`config.mk`:
```
export PLATFORM = sky130hd
export DESIGN_NAME = pgct_cell
export DESIGN_NICKNAME = d
export VERILOG_FILES = /design/src/rtl/core/pgct_pkg.sv /design/src/rtl/core/pgct_cell.sv
export SDC_FILE = /design/constraint.sdc
export NUM_CORES = 1
export LEC_CHECK = 0
export BUFFER_PORTS_ARGS = -buffer_cell sky130_fd_sc_hd__buf_4
export CORE_AREA = 2 2 123 125
export DETAILED_ROUTE_END_ITERATION = 10
export DIE_AREA = 0 0 125 127
export PLACE_DENSITY = 0.6
export SYNTH_ARGS = -nofsm -noshare
export SYNTH_HDL_FRONTEND = slang
export SYNTH_SLANG_ARGS = --single-unit
```
`constraint.sdc`:
```
create_clock -name clk -period 11.36 [get_ports clk]
set_input_delay 1.136 -clock clk [delete_from_list [all_inputs] [get_ports clk]]
set_output_delay 1.136 -clock clk [all_outputs]
set_load 0.05 [all_outputs]
```
`src/rtl/core/pgct_pkg.sv`:
```
// ----------------------------------------------------------------------------
// pgct_pkg
// shared types, constants and a distance-squaring helper for the peer goal claim table
// ----------------------------------------------------------------------------
package pgct_pkg;

    localparam int MAX_PEERS = 8;
    localparam int IDX_W     = $clog2(MAX_PEERS);
    localparam int CNT_W     = $clog2(MAX_PEERS + 1);

    localparam logic [1:0] KIND_INTENT = 2'd0;
    localparam logic [1:0] KIND_PRUNE  = 2'd1;
    localparam logic [1:0] KIND_QUERY  = 2'd2;

    localparam logic [1:0] ST_DONE   = 2'd0;
    localparam logic [1:0] ST_OWN    = 2'd1;
    localparam logic [1:0] ST_FULL   = 2'd2;

    typedef struct packed {
        logic [7:0]  peer;
        logic [31:0] goal;
        logic [31:0] robot;
        logic [31:0] expiry;
    } entry_t;

    // per-step command broadcast to the cells
    typedef struct packed {
        logic        shift;
        logic        write;
        logic [IDX_W-1:0] wr_idx;
        entry_t      wr_data;
    } cell_ctl_t;

    // square of a signed coordinate difference
    function automatic logic [33:0] sq17(logic signed [16:0] v);
        logic signed [33:0] p;
        p = v * v;
        return p;
    endfunction

endpackage

```
`src/rtl/core/pgct_cell.sv`:
```
// ----------------------------------------------------------------------------
// pgct_cell
// one table slot: holds an entry, shifts toward head or takes a write
// ----------------------------------------------------------------------------
module pgct_cell (
    input  logic                        clk,
    input  logic [pgct_pkg::IDX_W-1:0]  slot,
    input  pgct_pkg::cell_ctl_t         ctl,
    input  pgct_pkg::entry_t            shift_data,
    output pgct_pkg::entry_t            data
);
    import pgct_pkg::*;

    entry_t data_reg;

    always_ff @(posedge clk)
    begin
        if (ctl.write && ctl.wr_idx == slot)
        begin
            data_reg <= ctl.wr_data;
        end
        else if (ctl.shift)
        begin
            data_reg <= shift_data;
        end
    end

    assign data = data_reg;

endmodule

```
# After elaboration in Yosys (flattened, before gate mapping)
# Cells that the tools add are included.
dict set report op_classes {
  n_eq_ne 1
  n_reduce_logical 2
  n_mux 2
}
# op count
set ops {}
lappend ops {{104-bit two-way mux} 2}
lappend ops {{3-bit equality test} 1}
lappend ops {{2-bit nonzero test} 1}
lappend ops {{1-bit logical AND} 1}
dict set report word_totals {
  wordCells 9
  ff_bits 104
  inputBits 217
  output_inout_bits 104
}

# Logic depth before layout (Yosys ltp)
dict set report depth {
  depth_word 3
  mapped_depth 5
  depth_no_buf 3
}

# Worst setup path after synthesis
# Ideal clock, no wire load.
dict set report synth_path {
  path_type {input-to-reg}
  start {in slot[0] (netlist bit)}
  end {reg data_reg (netlist bit data[0]), enable pin}
  cell_stages 5
  required_ns 10.879
  setup_slack_ns 6.680
  t_arrival_ns 4.199
  path_buffers 2
  setup_ns 0.481
  path_cell_list {xnor2_1 > nand4_1 > buf_2 > buf_6 > nand2b_1}
}
dict set report synth_via {
  elab_chain_cells 3
}
# element line
set synth_lines {}
lappend synth_lines {{start: declaration} pgct_cell.sv:7} ;# input logic [pgct_pkg::IDX_W-1:0] slot,
lappend synth_lines {{3-bit equality test} pgct_cell.sv:18} ;# if (ctl.write && ctl.wr_idx == slot)
lappend synth_lines {{1-bit logical AND} pgct_cell.sv:18}
lappend synth_lines {{2-bit nonzero test (no line)} --}
lappend synth_lines {{end signal: assignment} pgct_cell.sv:20} ;# data_reg <= ctl.wr_data;
lappend synth_lines {{end signal: assignment} pgct_cell.sv:24} ;# data_reg <= shift_data;
lappend synth_lines {{end: declaration} pgct_cell.sv:14} ;# entry_t data_reg;
# No other way between the ends.
# A chain may end at the register's enable or synchronous reset.

# Worst setup path after layout
dict set report layout_path {
  start {in slot[0] (netlist bit)}
  end {reg data_reg (netlist bit data[75]), enable pin}
}
# The elaborated chain is that of the path after synthesis.

==> impl_metrics.json <==
{
  "final_common_cell": "buf_4",
  "n_fill_cell": 1256,
  "switching_power_uw": 353,
  "p_int_uw": 787,
  "hp-class": "input port to register",
  "yosysSeqAreaShare": 0.707,
  "start_kind": "input port",
  "dr.pass1.iters": 4,
  "crit_path_end_kind": "register",
  "track_usage": 0.160,
  "grt_setup_unrepaired": "no",
  "grt_antenna_before_repair": 0,
  "dp.cells": 720,
  "required_ps": 11340,
  "pwr-share-seq": 0.426,
  "n_antenna_cell": 0,
  "cts.path.max_buffers": 2,
  "grt_pass1_wl_um": 19200,
  "avgSynthCellArea_um2": 19.7,
  "path_cells": "buf_4 > xnor2_1 > nand4_1 > buf_4 > nand2b_4 > buf_4",
  "post_cts_buffers": 0,
  "hold_viol_final": 0,
  "comb_power_share": 0.283,
  "synth.area.top_cells": "edfxtp_1 (71%), mux2_2 (14%), mux2_1 (12%)",
  "io_buffers": 320,
  "worst-path-buf-inv": 3,
  "ys_seq_elements": 104,
  "ant_nets": 0,
  "clockRootBuffer": "clkbuf_16",
  "pwr-share-clk": 0.291,
  "via_per_inst": 4.43,
  "grt_max_degree": 68,
  "gp_congestion": 0.770,
  "largest_reg_flops": 104,
  "path_class": "input port to register",
  "worst_pin_slew_ps": 920,
  "final_core_util": 0.507,
  "clkTransAtPathRegs_ps": 70,
  "core-area_mm2": 0.0144,
  "io_pins": 321,
  "critPathLaunch": "slot[0]",
  "design.die.area_mm2": 0.0159,
  "multi_input_area_mm2": 0.00122,
  "drt_iter0_markers": 135,
  "rows": 44,
  "cellPowerDensity_mw_per_mm2": 156,
  "drive_above_1_share": 0.714,
  "initial_core_util": 0.306,
  "cts_htree_levels": 3,
  "setup_viol": 0,
  "regArea_mm2": 0.00312,
  "clock-sinks": 104,
  "dieHeight_um": 127,
  "cts_tree": "yes",
  "crit_fanout": 57,
  "layout_common_cells": "buf_4 (323), edfxtp_1 (104), mux2_2 (55)",
  "fin_cells": 736,
  "synth_area_mm2": 0.00442,
  "synthDistinctLibCells": 8,
  "num_vias": 3259,
  "max_stage_delay_ps": 710,
  "fin_crit_ps": 3220,
  "crit_slowest_cell": "buf_4",
  "endpoint": "data[75]",
  "worst-path-stages": 6,
  "crit_arrival_ps": 3200,
  "cts-buffers-inserted": 9,
  "max_slew_margin": 0.387,
  "cp_top_family": "buffers and inverters",
  "wl_um": 12800,
  "maxCapViolCount": 0,
  "synth_top_area_frac": 0.707,
  "place_hpwl_um": 9880,
  "max_freq_mhz": 311,
  "grt_overflow": 0,
  "synth_nets": 441,
  "ir_drop_mv": 0.0696,
  "p_sw_frac": 0.310,
  "drcViolationCount": 0,
  "hold_ws_ps": 1070,
  "finalNetCount": 764,
  "tns_ps": 0,
  "synthCells": 224,
  "syn_to_final_growth_pct": 65.5,
  "yosys_warnings": 0,
  "grt_pass1_vias": 3466,
  "p_leak_uw": 0.00317,
  "yosysTopAreaCell": "edfxtp_1",
  "cts_resized": 0,
  "post-route-period-util": 0.283,
  "status": "finished, final reports clean",
  "drv_slew": 0,
  "path_common_cell": "buf_4",
  "ctsHoldBuffers": 0,
  "post_drt_wl_per_cell_um": 17.4,
  "die_w_um": 125
}
[logic make-up after synthesis]
group         count (synthesis)  synth area share
mux                         104             0.265
xor+xnor                      3           0.00595
simple gates                  2           0.00283
buf+inv                      11            0.0195
flops                       104             0.707
[area by class of cell]
cell class	count	area share
repair buffers	323	0.331
clock buffers	9	0.0308
flip-flops and latches	104	0.427
clock inverters	7	0.0130
well taps	184	0.0315
multi-input cells	109	0.166
[how the worst min path moves through the flow]
stage / start / to / slack [ps] / cells after the start
final: ctl[56] / data[56] / 1070 / 2
after global routing: ctl[62] / data[62] / 1060 / 2
after CTS: ctl[56] / data[56] / 1050 / 2
after detailed placement: ctl[57] / data[57] / 1420 / 2
after global placement: ctl[59] / data[59] / 1420 / 2
after floorplan: ctl[100] / data[100] / 1340 / 1
[metal layers]
layer | track usage | part of all wire | vias up
met5 | 0 | 0 | -
met4 | 0.0765 | 0.025 | 0
met3 | 0.0523 | 0.095 | 22
met2 | 0.294 | 0.54 | 194
met1 | 0.163 | 0.34 | 1511
li1 | - | - | 1532
[power by group through the flow]
stage | combinational (uW) | clock [uW] | sequential, uW
2_1_floorplan | 40.1 | 0 | 647
4_1_cts | 326 | 341 | 487
3_5_place_dp | 326 | 0 | 495
5_1_grt | 336 | 356 | 490
3_3_place_gp | 324 | 0 | 494
6_report | 323 | 331 | 486
[metrics by stage]
stage	power, uW	worst slack [ps]	area (um^2)
4_1_cts	1150	8100	7320
3_5_place_dp	821	7730	7000
5_1_grt	1180	7930	7320
2_1_floorplan	687	6680	4420
3_3_place_gp	819	7750	7000
6_report	1140	8140	7320
[Yosys cell counts]
library cell	count
buf_2	6
buf_6	5
edfxtp_1	104
mux2_1	49
mux2_2	55
nand2b_1	1
nand4_1	1
xnor2_1	3
(Power assumes the default switching activity.)
